`config.mk`:
```
export PLATFORM = sky130hd
export DESIGN_NAME = rgb_ycbcr_color_converter
export DESIGN_NICKNAME = d
export VERILOG_FILES = /design/src/design/ryc_pkg.sv /design/src/design/ryc_matrix.sv /design/src/design/rgb_ycbcr_color_converter.sv
export SDC_FILE = /design/constraint.sdc
export NUM_CORES = 2
export LEC_CHECK = 0
export CORE_ASPECT_RATIO = 1.1
export CORE_UTILIZATION = 62
export DETAILED_ROUTE_END_ITERATION = 10
export DONT_BUFFER_PORTS = 1
export PLACE_DENSITY = 0.81
export RECOVER_POWER = 25
export SETUP_SLACK_MARGIN = 0.3
export SLEW_MARGIN = 15
export SYNTH_ARGS = -nofsm -noshare
export SYNTH_HDL_FRONTEND = slang
export SYNTH_SLANG_ARGS = --single-unit
```
`constraint.sdc`:
```
create_clock -name clk -period 12 [get_ports clk]
set_input_delay 3.6 -clock clk [delete_from_list [all_inputs] [get_ports clk]]
set_output_delay 3.6 -clock clk [all_outputs]
set_load 0.02 [all_outputs]
```
`src/design/ryc_pkg.sv`:
```
package ryc_pkg;

	// One pixel of three 8-bit components, first component in the low bits.
	typedef struct packed {
		logic [7:0] c;
		logic [7:0] b;
		logic [7:0] a;
	} pix_t;

	// Conversion direction codes.
	typedef enum logic {
		DIR_RGB_TO_YCC = 1'b0,
		DIR_YCC_TO_RGB = 1'b1
	} dir_t;

	// Weights in thousandths.
	localparam int W_257  = 257;
	localparam int W_504  = 504;
	localparam int W_98   = 98;
	localparam int W_148  = 148;
	localparam int W_291  = 291;
	localparam int W_439  = 439;
	localparam int W_368  = 368;
	localparam int W_71   = 71;
	localparam int W_1164 = 1164;
	localparam int W_1596 = 1596;
	localparam int W_391  = 391;
	localparam int W_814  = 814;
	localparam int W_2    = 2;
	localparam int W_2018 = 2018;
	localparam int W_1    = 1;

	// Offsets of studio-range YCbCr.
	localparam int LUMA_OFS   = 16;
	localparam int CHROMA_OFS = 128;

endpackage

```
`src/design/ryc_matrix.sv`:
```
module ryc_matrix import ryc_pkg::*; #(
	parameter int FRAC_BITS = 12
) (
	input  dir_t direction,
	input  pix_t pix_in,
	output pix_t pix_out
);

	// Weights are below 2.1, operands 9-bit signed, three terms summed.
	localparam int SW = FRAC_BITS + 14;

	localparam int ONE = 1 << FRAC_BITS;

	localparam logic signed [SW-1:0] K_257  = SW'((W_257  * ONE + 500) / 1000);
	localparam logic signed [SW-1:0] K_504  = SW'((W_504  * ONE + 500) / 1000);
	localparam logic signed [SW-1:0] K_98   = SW'((W_98   * ONE + 500) / 1000);
	localparam logic signed [SW-1:0] K_148  = SW'((W_148  * ONE + 500) / 1000);
	localparam logic signed [SW-1:0] K_291  = SW'((W_291  * ONE + 500) / 1000);
	localparam logic signed [SW-1:0] K_439  = SW'((W_439  * ONE + 500) / 1000);
	localparam logic signed [SW-1:0] K_368  = SW'((W_368  * ONE + 500) / 1000);
	localparam logic signed [SW-1:0] K_71   = SW'((W_71   * ONE + 500) / 1000);
	localparam logic signed [SW-1:0] K_1164 = SW'((W_1164 * ONE + 500) / 1000);
	localparam logic signed [SW-1:0] K_1596 = SW'((W_1596 * ONE + 500) / 1000);
	localparam logic signed [SW-1:0] K_391  = SW'((W_391  * ONE + 500) / 1000);
	localparam logic signed [SW-1:0] K_814  = SW'((W_814  * ONE + 500) / 1000);
	localparam logic signed [SW-1:0] K_2    = SW'((W_2    * ONE + 500) / 1000);
	localparam logic signed [SW-1:0] K_2018 = SW'((W_2018 * ONE + 500) / 1000);
	localparam logic signed [SW-1:0] K_1    = SW'((W_1    * ONE + 500) / 1000);

	localparam logic signed [SW-1:0] PIX_TOP = SW'(255) <<< FRAC_BITS;

	// Drop fraction bits, truncating toward zero.
	function automatic logic signed [SW-1:0] trunc_frac(input logic signed [SW-1:0] s);
		logic [SW-1:0] mag;
		begin
			mag = s[SW-1] ? SW'(-s) : SW'(s);
			mag = mag >> FRAC_BITS;
			trunc_frac = s[SW-1] ? -$signed(mag) : $signed(mag);
		end
	endfunction

	function automatic logic [7:0] sat8(input logic signed [SW-1:0] v);
		begin
			if (v < 0)
				sat8 = 8'd0;
			else if (v > SW'(255))
				sat8 = 8'd255;
			else
				sat8 = v[7:0];
		end
	endfunction

	// Clamp the fixed-point sum to 0..255 before dropping fractions.
	function automatic logic [7:0] clamp_pix(input logic signed [SW-1:0] s);
		logic [SW-1:0] sh;
		begin
			sh = SW'(s) >> FRAC_BITS;
			if (s < 0)
				clamp_pix = 8'd0;
			else if (s > PIX_TOP)
				clamp_pix = 8'd255;
			else
				clamp_pix = sh[7:0];
		end
	endfunction

	logic signed [SW-1:0] op_a;
	logic signed [SW-1:0] op_b;
	logic signed [SW-1:0] op_c;
	logic signed [SW-1:0] sum_a;
	logic signed [SW-1:0] sum_b;
	logic signed [SW-1:0] sum_c;

	always_comb begin
		// Forward uses the raw components, reverse removes the offsets first.
		if (direction == DIR_RGB_TO_YCC) begin
			op_a = $signed(SW'(pix_in.a));
			op_b = $signed(SW'(pix_in.b));
			op_c = $signed(SW'(pix_in.c));
		end else begin
			op_a = $signed(SW'(pix_in.a)) - SW'(LUMA_OFS);
			op_b = $signed(SW'(pix_in.b)) - SW'(CHROMA_OFS);
			op_c = $signed(SW'(pix_in.c)) - SW'(CHROMA_OFS);
		end

		if (direction == DIR_RGB_TO_YCC) begin
			sum_a =  K_257 * op_a + K_504 * op_b + K_98  * op_c;
			sum_b = -K_148 * op_a - K_291 * op_b + K_439 * op_c;
			sum_c =  K_439 * op_a - K_368 * op_b - K_71  * op_c;
			pix_out.a = sat8(trunc_frac(sum_a) + SW'(LUMA_OFS));
			pix_out.b = sat8(trunc_frac(sum_b) + SW'(CHROMA_OFS));
			pix_out.c = sat8(trunc_frac(sum_c) + SW'(CHROMA_OFS));
		end else begin
			sum_a = K_1164 * op_a - K_2    * op_b + K_1596 * op_c;
			sum_b = K_1164 * op_a - K_391  * op_b - K_814  * op_c;
			sum_c = K_1164 * op_a + K_2018 * op_b - K_1    * op_c;
			pix_out.a = clamp_pix(sum_a);
			pix_out.b = clamp_pix(sum_b);
			pix_out.c = clamp_pix(sum_c);
		end
	end

endmodule

```
`src/design/rgb_ycbcr_color_converter.sv`:
```
// RGB <-> studio-range YCbCr (BT.601 weights) pixel converter. Each request on
// the slave stream carries one 8-bit three-component pixel and yields exactly
// one pixel on the master stream. cfg_wr_data selects the direction: 0 turns
// R,G,B into Y,Cb,Cr, 1 turns Y,Cb,Cr into R,G,B; write it only while no
// pixel is in flight. Weights are signed fixed point with COEF_FRAC_BITS
// fraction bits; results saturate to 0..255. Throughput is one pixel per
// clock while m_tready holds high. The accepting edge loads the input register
// and a later edge loads the output register, and m_tvalid, through the
// weighted-sum matrix. While a result waits the input register takes at
// most one more pixel, then s_tready drops until m_tready returns.
module rgb_ycbcr_color_converter import ryc_pkg::*; #(
	parameter int COEF_FRAC_BITS = 12
) (
	input  logic        clk,
	input  logic        arst_n,

	input  logic        cfg_wr_en,
	input  logic        cfg_wr_data,   // direction

	input  logic        s_tvalid,
	output logic        s_tready,
	input  logic [23:0] s_tdata,       // comp_a [7:0], comp_b [15:8], comp_c [23:16]

	output logic        m_tvalid,
	input  logic        m_tready,
	output logic [23:0] m_tdata        // out_a [7:0], out_b [15:8], out_c [23:16]
);

	dir_t direction_q;

	logic vld_s1;
	pix_t pix_s1;
	logic vld_s2;
	pix_t pix_s2;

	pix_t pix_conv;

	logic adv_s2;
	logic adv_s1;

	// Stage 2 loads when its slot is empty or its result leaves this cycle;
	// stage 1 loads when it is empty or moves into stage 2.
	assign adv_s2   = !vld_s2 || m_tready;
	assign adv_s1   = !vld_s1 || adv_s2;
	assign s_tready = adv_s1;

	assign m_tvalid = vld_s2;
	assign m_tdata  = pix_s2;

	always_ff @(posedge clk or negedge arst_n) begin
		if (!arst_n) begin
			direction_q <= DIR_RGB_TO_YCC;
		end else if (cfg_wr_en) begin
			direction_q <= dir_t'(cfg_wr_data);
		end
	end

	// Input register.
	always_ff @(posedge clk or negedge arst_n) begin
		if (!arst_n) begin
			vld_s1 <= 1'b0;
		end else if (adv_s1) begin
			vld_s1 <= s_tvalid;
		end
	end

	always_ff @(posedge clk) begin
		if (adv_s1 && s_tvalid) begin
			pix_s1 <= pix_t'(s_tdata);
		end
	end

	ryc_matrix #(
		.FRAC_BITS (COEF_FRAC_BITS)
	) u_matrix (
		.direction (direction_q),
		.pix_in    (pix_s1),
		.pix_out   (pix_conv)
	);

	// Result register.
	always_ff @(posedge clk or negedge arst_n) begin
		if (!arst_n) begin
			vld_s2 <= 1'b0;
		end else if (adv_s2) begin
			vld_s2 <= vld_s1;
		end
	end

	always_ff @(posedge clk) begin
		if (adv_s2 && vld_s1) begin
			pix_s2 <= pix_conv;
		end
	end

endmodule
```
==> metrics.md <==
| Metric | Value |
|---|---|
| Count of cell types in the netlist | `112` |
| Mapped Area | `around 37000 µm²` |
| Largest cells by area after synthesis | `ha_1 (26%), fa_1 (24%), inv_1 (11%), xnor2_1 (4.6%), edfxtp_1 (3.9%)` |
| Status | `finished with violations` |
| Worst EP arrival | `between 10 and 15 ns` |
| Nets@finish | `5531` |
| Worst hold path class | `reg -> reg` |
| Cts bufs inserted | `5` |
| Setup violators final | `0` |
| TritonCTS clock tree | `yes` |
| CTS H-Tree Depth | `2` |
| Period utilization | `94.2%` |
| Worst Setup SP | `pix_s1[4]$_DFFE_PP_` |
| Gpl congestion | `1.00` |
| Tmin final | `~11 ns` |
| Synthesis-to-layout area growth | `4.70%` |
| Share of cells above drive strength 1 | `4.57%` |
| Initial antenna violation count | `3` |
| Vias | `around 30000` |
| Largest area contributor in the netlist | `ha_1` |
| Synthesis Warnings | `0` |
| Count of antenna-violating nets left after detailed routing | `0` |
| Drt total wl | `approximately 100 mm` |
| Core Region | `between 50000 and 60000 µm²` |
| Worst skew pair latency | `0.34 ns` |
| Die area | `between 50000 and 60000 µm²` |
| R2R Path Start | `pix_s1[4]$_DFFE_PP_` |
| Gr ovfl total | `0` |
| Max-cap violations | `1` |
| CTS Hold Bufs | `0` |
| Setup TNS | `0 ns` |
| Critical path's slowest cell | `fa_1` |
| Layout filler cell count | `around 4800` |
| CTS Sinks | `51` |
| Final hold violation count | `0` |
| Violated checks | `capacitance limit, slew limit` |
| Ys flop type | `edfxtp_1` |
| CP required | `12.10 ns` |
| Dpl hpwl | `about 90 mm` |
| # rows | `93` |
| Seq/Total Area, Yosys | `4.14%` |
| CTS clk-pin slew, worst paths | `~0.09 ns` |
| Yosys reg bits | `51` |
| Total Routing Usage GR | `a little over a third` |
| CP dominant cell by count | `inv_1` |
| Die height | `approximately 260 µm` |
| Avg WL per Cell | `just over 20 µm` |
| Avg Cell Area, Syn | `between 8 and 9 µm²` |
| Slew headroom | `-37.6%` |
| DR iter-0 viols | `approximately 2100` |
| RSZ-0062 raised after global routing | `false` |
| Worst hold start | `vld_s1$_DFFE_PN0N_` |
| Vias in the first global route | `~30000` |
| Largest net degree at the start of global routing | `between 50 and 60` |
| IO Pins | `56` |
| Root buffer selected by CTS | `clkbuf_16` |
| Via density | `about 6.0` |
| Critical Path Fanout Max | `8` |
| Clk buf depth | `2` |
| # port buffers | `0` |
| FMAX | `slightly below 0.09 GHz` |
| Detailed-route DRC error count | `0` |
| Pre-antenna DRT Iters | `5` |
| Async SR Flop Fraction | `5.88%` |
| Actual slew at the worst max-slew pin | `just over 2 ns` |
| Yosys top cell area share | `26.4%` |
| Max-slew violations | `25` |
| R2r setup slk | `about 0.70 ns` |
| Initial Utilization | `a little over three fifths` |
| Critical path endpoint category | `flop` |
| Clock skew | `between 0.01 and 0.015 ns` |
| DIE WIDTH | `234 µm` |
| Number of flops mapped to enable cells by yosys | `48` |
| Critical path class | `reg -> reg` |
| Global-route wire length before repair | `about 160 mm` |
| Startpoint type of the worst setup path | `flop` |
| Max incr delay on CP | `between 0.5 and 0.6 ns` |
| Synth Instances | `about 4300` |
synth_stat cells, types with 26 or more instances:
cell type / count
nand3_1: 70
nand2_1: 179
a31oi_1: 26
fa_1: 444
xor2_1: 104
nor2_1: 184
o21a_1: 33
a211oi_1: 34
xnor2_1: 192
edfxtp_1: 48
o21bai_1: 33
inv_1: 1032
and2_1: 27
o21ai_0: 162
clkbuf_1: 32
nor3_1: 76
nand2b_1: 36
a21oi_1: 191
ha_1: 772
a21o_1: 82
nor2b_1: 26
state kept, by name, indices dropped and copies added, names as in the netlist:
name	flops
pix_s1	24
vld_s1	1
m_tdata	24
m_tvalid	1
direction_q	1
final cells by class:
cell class / count / area (µm²) / area share, %
Antenna cell: 4 / 10.0 / 0.0261
Tap cell: 760 / 951 / 2.48
Clock buffer: 5 / 125 / 0.327
Clock inverter: 3 / 43.8 / 0.114
Inverter: 1035 / 3890 / 10.1
Sequential cell: 51 / 1520 / 3.96
Timing Repair Buffer: 70 / 529 / 1.38
Multi-Input combinational cell: 3122 / 31200 / 81.6
worst paths after layout:
| check | end | depth (start not counted) |
|---|---|---|
| setup / recovery | m_tdata[23]$_DFFE_PP_ | 46 |
| hold / removal | m_tvalid$_DFFE_PN0P_ | 1 |
| setup reg to reg | m_tdata[23]$_DFFE_PP_ | 46 |
| hold reg to reg | m_tvalid$_DFFE_PN0P_ | 1 |
| max in group asynchronous | direction_q$_DFFE_PN0P_ | 0 |
| min in group asynchronous | vld_s1$_DFFE_PN0N_ | 0 |
routing by layer:
metal,GRT usage (%),part of all wire (%)
met1,43.4,38
met3,5.49,7.4
met4,26.5,9.0
met5,0,0.0095
met2,57.0,45
cells in the final DEF, fill, tap and decap left out, types with 23 or more instances in the layout:
cell type / n
a21boi_0: 23
nor3_1: 73
a31oi_1: 25
nor2_1: 184
o21bai_1: 32
o21a_1: 33
o21ai_0: 156
nand2b_1: 36
edfxtp_1: 48
a211oi_1: 33
xnor2_1: 187
and2_1: 26
or3_1: 25
a21oi_1: 186
nand2_1: 179
fa_1: 444
and3_1: 23
xor2_1: 101
buf_4: 67
a21o_1: 82
inv_1: 1031
nor2b_1: 26
ha_1: 763
nand3_1: 70
critical path: cells and delay by family, from the launching register on:
family	cells	cell delay, ns
xor+xnor	3	0.63
buf+inv	8	0.67
fa+ha+maj	14	5.17
compound gates	10	2.11
flops	1	0.39
mux	1	0.28
simple gates	10	1.81
stage by stage:
stage                     cell area [µm²]  utilization (%)  hold WS (ns)  instances  setup WS, ns
after detailed placement            37800             64.8         0.480       5028         0.304
after global placement              37800             64.8         0.470       5028         0.582
after CTS                           38000             65.1         0.505       5036         0.343
after floorplan                     36600                -         0.449       4256         0.332
final                               38300             65.6         0.514       5050         0.701
after global routing                38300             65.6         0.536       5049         0.215
cell families after synthesis:
logic type	Yosys count	synth area share [%]
fa+ha+maj	1216	50.7
buf+inv	1084	11.2
compound gates	810	15.3
mux	27	0.763
other cells	1	0.0102
flops	51	4.14
simple gates	766	10.6
xor+xnor	300	7.30
what timing repair did:
item,4_1_cts,5_1_grt
resized for setup,4,44
pin swaps,2,10
gates cloned,0,1
setup buffers,0,9
setup endpoints to repair,4,24
Power is not shown: default switching activity piles up to over one toggle a cycle in this logic, so the estimate is an artifact.
